--- src/sv/hrhp_pkg.sv ---
//------------------------------------------------------------------------------
// hrhp_pkg
// Shared types, constants and character functions of the HTTP request header parser.
//------------------------------------------------------------------------------
`default_nettype none
package hrhp_pkg;

  localparam int unsigned PathBytes = 256;
  localparam int unsigned HostBytes = 256;
  localparam int unsigned ConnBytes = 64;

  localparam logic [1:0] CLS_OTHER = 2'd0;
  localparam logic [1:0] CLS_PATH  = 2'd1;
  localparam logic [1:0] CLS_HOST  = 2'd2;
  localparam logic [1:0] CLS_CONN  = 2'd3;

  localparam logic [1:0] ACT_NONE    = 2'd0;
  localparam logic [1:0] ACT_COMMIT  = 2'd1;
  localparam logic [1:0] ACT_DISCARD = 2'd2;

  localparam logic [7:0] CH_CR    = 8'h0d;
  localparam logic [7:0] CH_LF    = 8'h0a;
  localparam logic [7:0] CH_SP    = 8'h20;
  localparam logic [7:0] CH_TAB   = 8'h09;
  localparam logic [7:0] CH_COLON = 8'h3a;

  typedef struct packed {
    logic [7:0] data_byte;
    logic       frame_start;
    logic       frame_end;
  } in_item_t;

  typedef struct packed {
    logic [7:0] out_byte;
    logic [1:0] byte_class;
    logic [1:0] value_action;
    logic       done_res;
    logic       parse_error;
    logic [2:0] method_code;
    logic       version_minor;
    logic       conn_persist;
    logic [7:0] path_length;
    logic [7:0] host_length;
    logic [5:0] connection_length;
  } out_item_t;

  // Method text, character p of method m; 0 beyond its length, for p below 7.
  function automatic logic [7:0] meth_char(input logic [2:0] m, input logic [2:0] p);
    logic [55:0] s;
    unique case (m)
      3'd0:    s = {"GET", 32'h0};
      3'd1:    s = {"POST", 24'h0};
      3'd2:    s = {"PUT", 32'h0};
      3'd3:    s = {"DELETE", 8'h0};
      default: s = "OPTIONS";
    endcase
    return s[6'(55 - 8 * int'(p)) -: 8];
  endfunction

  function automatic logic [3:0] meth_len(input logic [2:0] m);
    unique case (m)
      3'd0:    return 4'd3;
      3'd1:    return 4'd4;
      3'd2:    return 4'd3;
      3'd3:    return 4'd6;
      default: return 4'd7;
    endcase
  endfunction

  function automatic logic [7:0] ver_char(input logic [2:0] p);
    logic [55:0] s;
    s = "HTTP/1.";
    return s[6'(55 - 8 * int'(p)) -: 8];
  endfunction

  function automatic logic [7:0] host_char(input logic [1:0] p);
    logic [31:0] s;
    s = "host";
    return s[5'(31 - 8 * int'(p)) -: 8];
  endfunction

  function automatic logic [7:0] conn_char(input logic [3:0] p);
    logic [79:0] s;
    s = "connection";
    return s[7'(79 - 8 * int'(p)) -: 8];
  endfunction

  function automatic logic [7:0] ka_char(input logic [3:0] p);
    logic [79:0] s;
    s = "keep-alive";
    return s[7'(79 - 8 * int'(p)) -: 8];
  endfunction

  function automatic logic [7:0] close_char(input logic [2:0] p);
    logic [39:0] s;
    s = "close";
    return s[6'(39 - 8 * int'(p)) -: 8];
  endfunction

  function automatic logic [7:0] lower_byte(input logic [7:0] b);
    return (b >= "A" && b <= "Z") ? b + 8'd32 : b;
  endfunction

endpackage
`default_nettype wire

--- src/sv/hrhp_stream_if.sv ---
//------------------------------------------------------------------------------
// hrhp_stream_if
// Valid/ready channel carrying one payload item per request.
//------------------------------------------------------------------------------
`default_nettype none
interface hrhp_in_if;
  logic               valid;
  logic               ready;
  hrhp_pkg::in_item_t data;
  modport source (output valid, output data, input ready);
  modport sink   (input valid, input data, output ready);
endinterface

interface hrhp_out_if;
  logic                valid;
  logic                ready;
  hrhp_pkg::out_item_t data;
  modport source (output valid, output data, input ready);
  modport sink   (input valid, input data, output ready);
endinterface
`default_nettype wire

--- src/sv/http_request_header_parser_unit.sv ---
//------------------------------------------------------------------------------
// http_request_header_parser_unit
// Byte-serial HTTP/1.x request line and Host/Connection header parser.
//------------------------------------------------------------------------------
// Channel  Dir  Payload
// in_      in   data_byte, frame_start, frame_end
// out_     out  out_byte, class, action, done, error, method, version, lengths
//
// One byte per cycle while the output is read: every accepted request gives one result in the next
// cycle, computed by one pass of logic from the parser state registers.
// A result waits in the output register; a new request is taken whenever
// that register is empty or being read in the same cycle.
// Reset (rst_n low, synchronous) returns the parser to the method phase.
//------------------------------------------------------------------------------
`default_nettype none
module http_request_header_parser_unit (
  input  wire logic  clk,
  input  wire logic  rst_n,
  hrhp_in_if.sink    in_ch,
  hrhp_out_if.source out_ch
);

  typedef enum logic [3:0] {
    PH_METHOD = 4'd0, PH_PATH = 4'd1, PH_VERSION = 4'd2, PH_LINE_REST = 4'd3,
    PH_NAME = 4'd4, PH_VALUE_LEAD = 4'd5, PH_VALUE = 4'd6, PH_DONE = 4'd8
  } phase_t;

  localparam logic [15:0] CntCap = 16'hffff;
  localparam logic [8:0]  PosCap = 9'h1ff;

  phase_t      phase_r, phase_nxt;
  logic [8:0]  pos_r, pos_nxt;
  logic [4:0]  cand_r, cand_nxt;
  logic [15:0] path_cnt_r, path_cnt_nxt;
  logic        ver_r, ver_nxt;
  logic [1:0]  hflags_r, hflags_nxt;
  logic [15:0] vcnt_r, vcnt_nxt;
  logic        cr_r, cr_nxt;
  logic        err_r, err_nxt;
  logic [15:0] host_len_r, host_len_nxt;
  logic [15:0] conn_len_r, conn_len_nxt;
  logic [1:0]  cmatch_r, cmatch_nxt;
  logic [1:0]  pmatch_r, pmatch_nxt;
  logic        out_valid_r;
  hrhp_pkg::out_item_t out_r, res_nxt;

  logic accept;
  assign in_ch.ready  = !out_valid_r || out_ch.ready;
  assign accept       = in_ch.valid && in_ch.ready;
  assign out_ch.valid = out_valid_r;
  assign out_ch.data  = out_r;

  always_comb begin
    logic [7:0]  b, lb;
    logic        st, en, crb, found;
    logic [4:0]  nx;
    logic [2:0]  p3;
    logic [15:0] len;
    logic [1:0]  cls, act, tgt;
    logic [2:0]  code;
    b  = in_ch.data.data_byte;
    st = in_ch.data.frame_start;
    en = in_ch.data.frame_end;
    lb = hrhp_pkg::lower_byte(b);
    phase_nxt = st ? PH_METHOD : phase_r;
    pos_nxt = st ? '0 : pos_r;
    cand_nxt = st ? 5'h1f : cand_r;
    path_cnt_nxt = st ? '0 : path_cnt_r;
    ver_nxt = st ? 1'b0 : ver_r;
    hflags_nxt = st ? '0 : hflags_r;
    vcnt_nxt = st ? '0 : vcnt_r;
    cr_nxt = st ? 1'b0 : cr_r;
    err_nxt = st ? 1'b0 : err_r;
    host_len_nxt = st ? '0 : host_len_r;
    conn_len_nxt = st ? '0 : conn_len_r;
    cmatch_nxt = st ? '0 : cmatch_r;
    pmatch_nxt = st ? '0 : pmatch_r;
    crb = cr_nxt;
    cls = hrhp_pkg::CLS_OTHER;
    act = hrhp_pkg::ACT_NONE;
    found = 1'b0;
    nx = '0;
    p3 = '0;
    len = '0;
    tgt = hflags_nxt;
    code = '0;

    unique case (phase_nxt)
      PH_METHOD: begin
        // The lowest candidate that is complete and sees a space wins.
        for (int i = 4; i >= 0; i--) begin
          if (cand_nxt[i]) begin
            if ({5'd0, hrhp_pkg::meth_len(3'(i))} == pos_nxt && b == hrhp_pkg::CH_SP) begin
              found = 1'b1;
              nx = 5'(1 << i);
            end
          end
        end
        if (!found) begin
          nx = '0;
          for (int i = 0; i < 5; i++) begin
            if (cand_nxt[i] && pos_nxt < {5'd0, hrhp_pkg::meth_len(3'(i))} &&
                b == hrhp_pkg::meth_char(3'(i), pos_nxt[2:0]))
              nx[i] = 1'b1;
          end
        end
        if (found) begin
          cand_nxt = nx;
          phase_nxt = PH_PATH;
          pos_nxt = '0;
        end else begin
          cand_nxt = nx;
          if (nx == '0) begin
            phase_nxt = PH_DONE;
            err_nxt = 1'b1;
          end else begin
            pos_nxt = pos_nxt + 9'd1;
          end
        end
      end
      PH_PATH: begin
        if (b == hrhp_pkg::CH_SP) begin
          if (path_cnt_nxt >= 16'(hrhp_pkg::PathBytes)) begin
            phase_nxt = PH_DONE;
            err_nxt = 1'b1;
          end else begin
            phase_nxt = PH_VERSION;
            pos_nxt = '0;
          end
        end else if (b == hrhp_pkg::CH_CR || b == hrhp_pkg::CH_LF) begin
          phase_nxt = PH_DONE;
          err_nxt = 1'b1;
        end else begin
          cls = hrhp_pkg::CLS_PATH;
          if (path_cnt_nxt < CntCap) path_cnt_nxt = path_cnt_nxt + 16'd1;
        end
      end
      PH_VERSION: begin
        p3 = pos_nxt[2:0];
        if (p3 != 3'd7) begin
          if (b != hrhp_pkg::ver_char(p3)) begin
            phase_nxt = PH_DONE;
            err_nxt = 1'b1;
          end else begin
            pos_nxt = {6'd0, p3 + 3'd1};
          end
        end else if (b == "0" || b == "1") begin
          ver_nxt = b[0];
          phase_nxt = PH_LINE_REST;
        end else begin
          phase_nxt = PH_DONE;
          err_nxt = 1'b1;
        end
      end
      PH_LINE_REST: begin
        if (b == hrhp_pkg::CH_LF) begin
          phase_nxt = PH_NAME;
          pos_nxt = '0;
          hflags_nxt = 2'd3;
          vcnt_nxt = '0;
        end
      end
      PH_NAME: begin
        if (b == hrhp_pkg::CH_LF) begin
          if (pos_nxt == 9'd0 || (pos_nxt == 9'd1 && crb)) begin
            phase_nxt = PH_DONE;
          end else begin
            phase_nxt = PH_NAME;
            pos_nxt = '0;
            hflags_nxt = 2'd3;
            vcnt_nxt = '0;
          end
        end else if (b == hrhp_pkg::CH_COLON) begin
          if (pos_nxt == 9'd4 && hflags_nxt[0]) tgt = 2'd1;
          else if (pos_nxt == 9'd10 && hflags_nxt[1]) tgt = 2'd2;
          else tgt = 2'd0;
          hflags_nxt = tgt;
          phase_nxt = PH_VALUE_LEAD;
          vcnt_nxt = '0;
          pmatch_nxt = 2'd3;
        end else begin
          if (!(pos_nxt < 9'd4 && lb == hrhp_pkg::host_char(pos_nxt[1:0])))
            hflags_nxt[0] = 1'b0;
          if (!(pos_nxt < 9'd10 && lb == hrhp_pkg::conn_char(pos_nxt[3:0])))
            hflags_nxt[1] = 1'b0;
          if (pos_nxt < PosCap) pos_nxt = pos_nxt + 9'd1;
        end
      end
      PH_VALUE_LEAD, PH_VALUE: begin
        if (!(phase_nxt == PH_VALUE_LEAD && (b == hrhp_pkg::CH_SP || b == hrhp_pkg::CH_TAB)))
        begin
          tgt = hflags_nxt;
          phase_nxt = PH_VALUE;
          if (b == hrhp_pkg::CH_LF) begin
            len = vcnt_nxt;
            if (crb && len != '0) len = len - 16'd1;
            if (tgt == 2'd1) begin
              if (len < 16'(hrhp_pkg::HostBytes)) begin
                host_len_nxt = len;
                act = hrhp_pkg::ACT_COMMIT;
              end else act = hrhp_pkg::ACT_DISCARD;
            end else if (tgt == 2'd2) begin
              if (len < 16'(hrhp_pkg::ConnBytes)) begin
                conn_len_nxt = len;
                cmatch_nxt = {pmatch_nxt[1] && len == 16'd5, pmatch_nxt[0] && len == 16'd10};
                act = hrhp_pkg::ACT_COMMIT;
              end else act = hrhp_pkg::ACT_DISCARD;
            end
            phase_nxt = PH_NAME;
            pos_nxt = '0;
            hflags_nxt = 2'd3;
            vcnt_nxt = '0;
          end else begin
            cls = (tgt == 2'd1) ? hrhp_pkg::CLS_HOST :
                  (tgt == 2'd2) ? hrhp_pkg::CLS_CONN : hrhp_pkg::CLS_OTHER;
            if (tgt == 2'd2) begin
              if (crb) pmatch_nxt = '0;
              if (b != hrhp_pkg::CH_CR) begin
                if (!(vcnt_nxt < 16'd10 && lb == hrhp_pkg::ka_char(vcnt_nxt[3:0])))
                  pmatch_nxt[0] = 1'b0;
                if (!(vcnt_nxt < 16'd5 && lb == hrhp_pkg::close_char(vcnt_nxt[2:0])))
                  pmatch_nxt[1] = 1'b0;
              end
            end
            if (vcnt_nxt < CntCap) vcnt_nxt = vcnt_nxt + 16'd1;
          end
        end
      end
      default: begin
      end
    endcase

    if (phase_nxt != PH_DONE) cr_nxt = (b == hrhp_pkg::CH_CR);

    if (en && phase_nxt != PH_DONE) begin
      if (phase_nxt <= PH_LINE_REST) err_nxt = 1'b1;
      else if ((phase_nxt == PH_VALUE_LEAD || phase_nxt == PH_VALUE) && hflags_nxt != 2'd0)
        act = hrhp_pkg::ACT_DISCARD;
      phase_nxt = PH_DONE;
    end

    priority if (cand_nxt[0]) code = 3'd0;
    else if (cand_nxt[1]) code = 3'd1;
    else if (cand_nxt[2]) code = 3'd2;
    else if (cand_nxt[3]) code = 3'd3;
    else if (cand_nxt[4]) code = 3'd4;
    else code = 3'd0;

    res_nxt.out_byte = b;
    res_nxt.byte_class = cls;
    res_nxt.value_action = act;
    res_nxt.done_res = (phase_nxt == PH_DONE);
    res_nxt.parse_error = err_nxt;
    res_nxt.method_code = code;
    res_nxt.version_minor = ver_nxt;
    res_nxt.conn_persist = ver_nxt ? !cmatch_nxt[1] : cmatch_nxt[0];
    res_nxt.path_length = (path_cnt_nxt > 16'd255) ? 8'd255 : path_cnt_nxt[7:0];
    res_nxt.host_length = (host_len_nxt > 16'd255) ? 8'd255 : host_len_nxt[7:0];
    res_nxt.connection_length = (conn_len_nxt > 16'd63) ? 6'd63 : conn_len_nxt[5:0];
  end

  always_ff @(posedge clk) begin
    if (!rst_n) begin
      phase_r <= PH_METHOD;
      pos_r <= '0;
      cand_r <= 5'h1f;
      path_cnt_r <= '0;
      ver_r <= 1'b0;
      hflags_r <= '0;
      vcnt_r <= '0;
      cr_r <= 1'b0;
      err_r <= 1'b0;
      host_len_r <= '0;
      conn_len_r <= '0;
      cmatch_r <= '0;
      pmatch_r <= '0;
      out_valid_r <= 1'b0;
    end else begin
      if (accept) begin
        phase_r <= phase_nxt;
        pos_r <= pos_nxt;
        cand_r <= cand_nxt;
        path_cnt_r <= path_cnt_nxt;
        ver_r <= ver_nxt;
        hflags_r <= hflags_nxt;
        vcnt_r <= vcnt_nxt;
        cr_r <= cr_nxt;
        err_r <= err_nxt;
        host_len_r <= host_len_nxt;
        conn_len_r <= conn_len_nxt;
        cmatch_r <= cmatch_nxt;
        pmatch_r <= pmatch_nxt;
        out_valid_r <= 1'b1;
      end else if (out_ch.ready) begin
        out_valid_r <= 1'b0;
      end
    end
  end

  always_ff @(posedge clk) begin
    if (accept) out_r <= res_nxt;
  end

endmodule
`default_nettype wire

--- src/flat_wrapper.sv ---
// flat-port wrapper written by rule: the top's interface ports become plain ports
module http_request_header_parser_unit_flat 
  (clk, rst_n, in_ch_valid, in_ch_data, in_ch_ready, out_ch_valid, out_ch_data, out_ch_ready);
  hrhp_in_if in_ch_i ();
  hrhp_out_if out_ch_i ();
  input  wire logic clk;
  input  wire logic rst_n;
  input wire logic [$bits(in_ch_i.valid)-1:0] in_ch_valid;
  input wire logic [$bits(in_ch_i.data)-1:0] in_ch_data;
  output wire logic [$bits(in_ch_i.ready)-1:0] in_ch_ready;
  output wire logic [$bits(out_ch_i.valid)-1:0] out_ch_valid;
  output wire logic [$bits(out_ch_i.data)-1:0] out_ch_data;
  input wire logic [$bits(out_ch_i.ready)-1:0] out_ch_ready;
  assign in_ch_i.valid = in_ch_valid;
  assign in_ch_i.data = in_ch_data;
  assign in_ch_ready = in_ch_i.ready;
  assign out_ch_valid = out_ch_i.valid;
  assign out_ch_data = out_ch_i.data;
  assign out_ch_i.ready = out_ch_ready;
  http_request_header_parser_unit u_core (.clk(clk), .rst_n(rst_n), .in_ch(in_ch_i), .out_ch(out_ch_i));
endmodule
--- config.mk ---
export PLATFORM = sky130hd
export DESIGN_NAME = http_request_header_parser_unit_flat
export DESIGN_NICKNAME = d
export VERILOG_FILES = /design/src/sv/hrhp_pkg.sv /design/src/sv/hrhp_stream_if.sv /design/src/sv/http_request_header_parser_unit.sv /design/src/flat_wrapper.sv
export SDC_FILE = /design/constraint.sdc
export NUM_CORES = 1
export LEC_CHECK = 0
export BUFFER_PORTS_ARGS = -buffer_cell sky130_fd_sc_hd__buf_4
export CELL_PAD_IN_SITES_DETAIL_PLACEMENT = 0
export CELL_PAD_IN_SITES_GLOBAL_PLACEMENT = 1
export CORE_UTILIZATION = 40
export DETAILED_ROUTE_END_ITERATION = 10
export GPL_ROUTABILITY_DRIVEN = 0
export MAX_ROUTING_LAYER = met4
export PLACE_DENSITY = 0.74
export SYNTH_ARGS = -nofsm -noshare
export SYNTH_HDL_FRONTEND = slang
export SYNTH_SLANG_ARGS = --single-unit
--- constraint.sdc ---
create_clock -name clk -period 11.7 [get_ports clk]
set_clock_uncertainty 0.15 [all_clocks]
set_input_delay 1.17 -clock clk [delete_from_list [all_inputs] [get_ports clk]]
set_output_delay 1.17 -clock clk [all_outputs]
set_load 0.005 [all_outputs]
==> impl_metrics.tcl, run 1 <==
set metrics [dict create \
    first_global_vias 8085 \
    routed_wl_um 28000 \
    yosysUniqueCellTypes 99 \
    row_count 55 \
    cts-root-buf "clkbuf_16" \
    routed_via_density 6.12 \
    core-area_mm2 0.0226 \
    wl_per_cell_um 19.4 \
    dp_cells 1411 \
    die_w_um 154 \
    clkTransAtPathRegs_ns 0.07 \
    cts-htree-levels 4 \
    post-cts-setup-buffers 0 \
    antenna_found_initial 0 \
    hpwl_um 19100 \
    area_growth_syn_to_layout_pct 11.9 \
    pre_cts_slack_ns 6.00 \
    rsz0062_at_grt "no" \
    fin_crit_sh_pct 46.1 \
    grt_overflow 0 \
    rr_endpoint "u_core.pos_r[3]" \
    die_area_mm2 0.0236 \
    top_layer "met4" \
    nFillCells 2249 \
    worstSetupStartpointType "input pin" \
    hold_viol 0 \
    total_power_mw 1.18 \
    worstPathMaxFanout 47 \
    setup_tns_ns 0 \
    grt_pass1_wl_um 44800 \
    cts_made_buffers 17 \
    final_common_cell "nand2_1" \
    yosysTopAreaCell "dfxtp_1" \
    fmax_mhz 185 \
    met3_length_um 1590 \
    wl_met1_um 13300 \
    period_needed_ns 5.40 \
    antenna_left 0 \
    port_buffers 56 \
    powerDensity_mw_per_mm2 114 \
    clock-sinks 133 \
    yosys_register_bits 133 \
    netlist_area_mm2 0.00920 \
    crit_type "in2reg" \
    antenna_cells 0 \
    syn_inst 1145 \
    holdBufCountCts 0 \
    hold_end "u_core.cmatch_r[1]" \
    r2r_cells 12 \
    arrival_ns 5.55 \
    ir_drop_v 0.0000753 \
    hold_depth 2 \
    min_path_type "reg2reg" \
    cts_tree "built" \
    dieHeight_um 154 \
    reg2reg_slack_ns 6.56 \
    drv_slew 0 \
    setup_viol 0 \
    run_status "completed" \
    ys_seq_area_share_pct 33.4 \
    leakagePower_nw 3.73 \
    route.detailed.drc 0 \
    relSlewSlack_pct 31.8 \
    drtIter0Drc 788 \
    synth_nets 1179 \
    tightest_slew_ns 1.01 \
    firstDrtPassIters 5 \
    io_pins 57 \
    drv_cap 0 \
    cts_resized 0 \
    fin_util_pct 45.6 \
    synthArstFlopShare_pct 0 \
    layout_setup_ws_ns 6.30 \
    stdcell_count 1443 \
    final_cell_mix "123 x nand2_1, 92 x nor2_1, 92 x dfxtp_1" \
    hp-start "u_core.cmatch_r[1]" \
    finalNetCount 1179 \
    num_vias 8827 \
    crit_required_ns 11.85 \
    synth_area_leaders "dfxtp_1 20%, edfxtp_1 13%, nand2_1 5.1%, o21ai_0 4.5%, nor2_1 3.8%" \
    grt_start_max_net_pins 79 \
    drive_above_1_share_pct 11.4 \
    clkLatencyLatePin_ns 0.43 \
    dr_wl_met2_um 12500 \
    syn_area_per_cell_um2 8.03 \
    r2r-start "u_core.pos_r[1]" \
    synth_top_area_share_pct 20.0 \
    ys_warn_count 0 \
    synth_ff_type "dfxtp_1" \
    initial_utilization_pct 40.7 \
    ctsLongestPathBuffers 2 \
    endpoint_kind "flip-flop" \
    synth-edff-count 41 \
    grt.total_usage_pct 24.6 \
]
## per-stage QoR
step	hold slack, ns	instance area [um^2]
6_report	0.305	10300
5_1_grt	0.322	10300
4_1_cts	0.308	10300
3_5_place_dp	0.292	9680
3_3_place_gp	0.292	9680
2_1_floorplan	0.275	9200
## per-layer routing
layer,track usage [%],vias up
li1,-,4253
met1,33.8,4244
met3,4.43,39
met4,7.67,0
met5,-,-
met2,36.5,291
## state kept, by name, summed over array words and instances (netlist names), 2 cells and up
name,flops
u_core.conn_len_r,16
u_core.out_ch.data,41
u_core.host_len_r,16
u_core.hflags_r,2
u_core.path_cnt_r,16
u_core.pmatch_r,2
u_core.phase_r,4
u_core.cand_r,5
u_core.pos_r,9
u_core.vcnt_r,16
u_core.cmatch_r,2
## power by group
| group | switching, mW | internal, mW | total, mW |
|---|---|---|---|
| Combinational | 0.0778 | 0.0437 | 0.122 |
| Sequential | 0.00983 | 0.487 | 0.497 |
| Clock | 0.252 | 0.307 | 0.559 |
## cell usage after synthesis (18+ instances only)
cell	count
nor2b_1	27
buf_2	20
nand3_1	32
and2_1	28
a21oi_1	62
and3_1	18
clkbuf_1	55
edfxtp_1	41
dfxtp_1	92
ha_1	20
nand2_1	124
inv_1	34
o21ai_0	83
nor2_1	92
nor3_1	38
nor4_1	21
## final cells by class
type | count | area [um^2] | share of cell area [%]
clock inverters | 15 | 188 | 1.82
clock buffers | 17 | 425 | 4.13
repair buffers | 62 | 465 | 4.52
multi-input cells | 894 | 5640 | 54.8
flip-flops and latches | 133 | 3070 | 29.9
well taps | 285 | 357 | 3.47
inverters | 37 | 139 | 1.35
## worst max-delay path by stage
stage	start	end	slack, ns	depth (start not counted)
after global placement	in_ch_data[1]	u_core.pos_r[3]	6.02	13
after detailed placement	in_ch_data[1]	u_core.out_ch.data[30]	6.00	12
after floorplan	in_ch_data[1]	u_core.out_ch.data[15]	6.86	17
final	in_ch_data[1]	u_core.pos_r[3]	6.30	13
after CTS	in_ch_data[1]	u_core.out_ch.data[30]	6.42	12
after global routing	in_ch_data[1]	u_core.out_ch.data[27]	5.99	13
## critical path: stages
cell and delay (ns):
buf_4 0.26, nor2b_1 0.61, inv_1 0.36, ha_1 0.55, or4b_4 0.60, a32o_1 0.23, a221oi_2 0.21, o21ai_1 0.09
or4_4 0.48, a31oi_1 0.39, a21oi_1 0.22, o21ai_1 0.22, o21ai_0 0.12
## cells by family (layout without fill, tap and decap cells)
family | Yosys count | in the layout | synth area share [%]
buf+inv | 118 | 131 | 5.27
fa+ha+maj | 21 | 21 | 2.83
simple gates | 496 | 496 | 29.1
xor+xnor | 30 | 30 | 2.94
compound gates | 339 | 339 | 25.4
flops | 133 | 133 | 33.4
mux | 8 | 8 | 1.03
(Power assumes the default switching activity.)
==> run 2: changes to the inputs <==
- clock period: 11.7 -> 5.3 ns (I/O delays scaled with it)
==> impl_metrics.tcl, run 2 (synthesis gave the netlist of run 1 again) <==
set metrics [dict create \
    area_growth_syn_to_layout_pct 12.9 \
    post-cts-setup-buffers 0 \
    dieHeight_um 154 \
    worstPathMaxFanout 15 \
    r2r-start "u_core.pos_r[1]" \
    drv_cap 0 \
    ir_drop_v 0.000139 \
    wl_per_cell_um 19.3 \
    antenna_left 0 \
    layout_setup_ws_ns 0.877 \
    cts_tree "built" \
    drtIter0Drc 811 \
    first_global_vias 8306 \
    leakagePower_nw 3.79 \
    holdBufCountCts 0 \
    io_pins 57 \
    hp-start "in_ch_valid" \
    rr_endpoint "u_core.pos_r[3]" \
    tightest_slew_ns 0.863 \
    fin_crit_sh_pct 83.5 \
    grt_overflow 0 \
    route.detailed.drc 0 \
    r2r_cells 12 \
    largest_reg_flops 41 \
    powerDensity_mw_per_mm2 254 \
    pwr-share-seq_pct 41.6 \
    run_status "completed" \
    relSlewSlack_pct 41.9 \
    final_cell_mix "123 x nand2_1, 92 x nor2_1, 92 x dfxtp_1" \
    port_buffers 56 \
    period_needed_ns 4.42 \
    cts_made_buffers 17 \
    crit_type "reg2reg" \
    clkLatencyLatePin_ns 0.43 \
    routed_via_density 6.09 \
    die_area_mm2 0.0236 \
    arrival_ns 4.59 \
    final_common_cell "nand2_1" \
    setup_viol 0 \
    cts-root-buf "clkbuf_16" \
    cts-htree-levels 4 \
    grt.total_usage_pct 25.0 \
    hold_end "u_core.out_ch.valid" \
    grt_pass1_wl_um 45400 \
    reg2reg_slack_ns 0.88 \
    hpwl_um 19500 \
    core-area_mm2 0.0226 \
    crit_required_ns 5.47 \
    fmax_mhz 226 \
    p_sw_mw 0.753 \
    cts_resized 0 \
    worstSetupStartpointType "flip-flop" \
    drv_slew 0 \
    clock-sinks 133 \
    finalNetCount 1190 \
    antenna_cells 0 \
    routed_wl_um 28100 \
    row_count 55 \
    endpoint_kind "flip-flop" \
    swShare_pct 28.6 \
    die_w_um 154 \
    combPwrFrac_pct 10.3 \
    min_path_type "in2reg" \
    intPower_mw 1.88 \
    firstDrtPassIters 5 \
    antenna_found_initial 0 \
    grt_start_max_net_pins 65 \
    setup_tns_ns 0 \
    clkTransAtPathRegs_ns 0.07 \
    num_vias 8851 \
    initial_utilization_pct 40.7 \
    ctsLongestPathBuffers 2 \
    hold_depth 3 \
    hold_viol 0 \
    pre_cts_slack_ns 0.826 \
    rsz0062_at_grt "no" \
    drive_above_1_share_pct 12.2 \
    clkPwrFrac_pct 48.0 \
]
## run 2: changes by cell type in the layout (fill, tap and decap cells not counted)
cell and change:
buf_4 +11, clkinvlp_4 -1, inv_8 +2, clkinv_8 -1, clkinv_4 -1, inv_4 +1
inv_6 -1, clkbuf_16 +1
## run 2: how the worst max path moves through the flow
stage / from / endpoint / slack (ns) / depth (start not counted)
3_5_place_dp: in_ch_data[1] / u_core.out_ch.data[15] / 0.83 / 16
3_3_place_gp: in_ch_data[1] / u_core.out_ch.data[15] / 0.88 / 16
5_1_grt: u_core.pos_r[1] / u_core.pos_r[3] / 0.60 / 11
6_report: u_core.pos_r[1] / u_core.pos_r[3] / 0.88 / 12
4_1_cts: u_core.pos_r[1] / u_core.pos_r[7] / 0.94 / 12
2_1_floorplan: in_ch_data[1] / u_core.out_ch.data[15] / 1.10 / 17
## run 2: power groups by stage
| stage | Sequential (mW) | Clock (mW) | Combinational [mW] |
|---|---|---|---|
| floorplan | 1.11 | 0 | 0.180 |
| global placement | 1.12 | 0 | 0.269 |
| detailed placement | 1.12 | 0 | 0.269 |
| CTS | 1.10 | 1.29 | 0.270 |
| global route | 1.10 | 1.33 | 0.298 |
| finish | 1.10 | 1.27 | 0.272 |
## run 2: worst max-delay path, stage by stage (launching register included)
cell	delay [ns]
dfxtp_1	0.73
nor2b_1	0.32
inv_1	0.23
ha_1	0.36
or4b_4	0.53
a32o_1	0.23
a221oi_2	0.20
o21ai_1	0.10
or4_4	0.47
a31oi_1	0.40
a21oi_1	0.20
o21ai_1	0.25
o21ai_0	0.11
## run 2: cell type report
| cell class | count | area (um^2) |
|---|---|---|
| multi-input cells | 894 | 5640 |
| well taps | 285 | 357 |
| clock inverters | 14 | 175 |
| flip-flops and latches | 133 | 3070 |
| clock buffers | 18 | 450 |
| fillers | 2240 | 12200 |
| inverters | 37 | 139 |
| repair buffers | 73 | 548 |
## run 2: stage by stage
step / utilization, % / total power, mW / cell area, um^2 / instances / hold slack (ns)
5_1_grt: 46.0 / 2.73 / 10400 / 1454 / 0.212
3_5_place_dp: 43.2 / 1.39 / 9760 / 1422 / 0.292
6_report: 46.0 / 2.63 / 10400 / 1454 / 0.223
2_1_floorplan: - / 1.29 / 9200 / 1145 / 0.275
4_1_cts: 46.0 / 2.66 / 10400 / 1454 / 0.213
3_3_place_gp: 43.2 / 1.39 / 9760 / 1422 / 0.288
## run 2: layer usage
metal  share of wire [%]  up-vias  GRT usage [%]  wire, um
li1                    -     4269              -         -
met1                  48     4232           33.3     13400
met2                  44      285           37.2     12300
met3                 5.9       65           4.71      1670
met4                 2.6        0           10.0       719
met5                   0        -              -         0
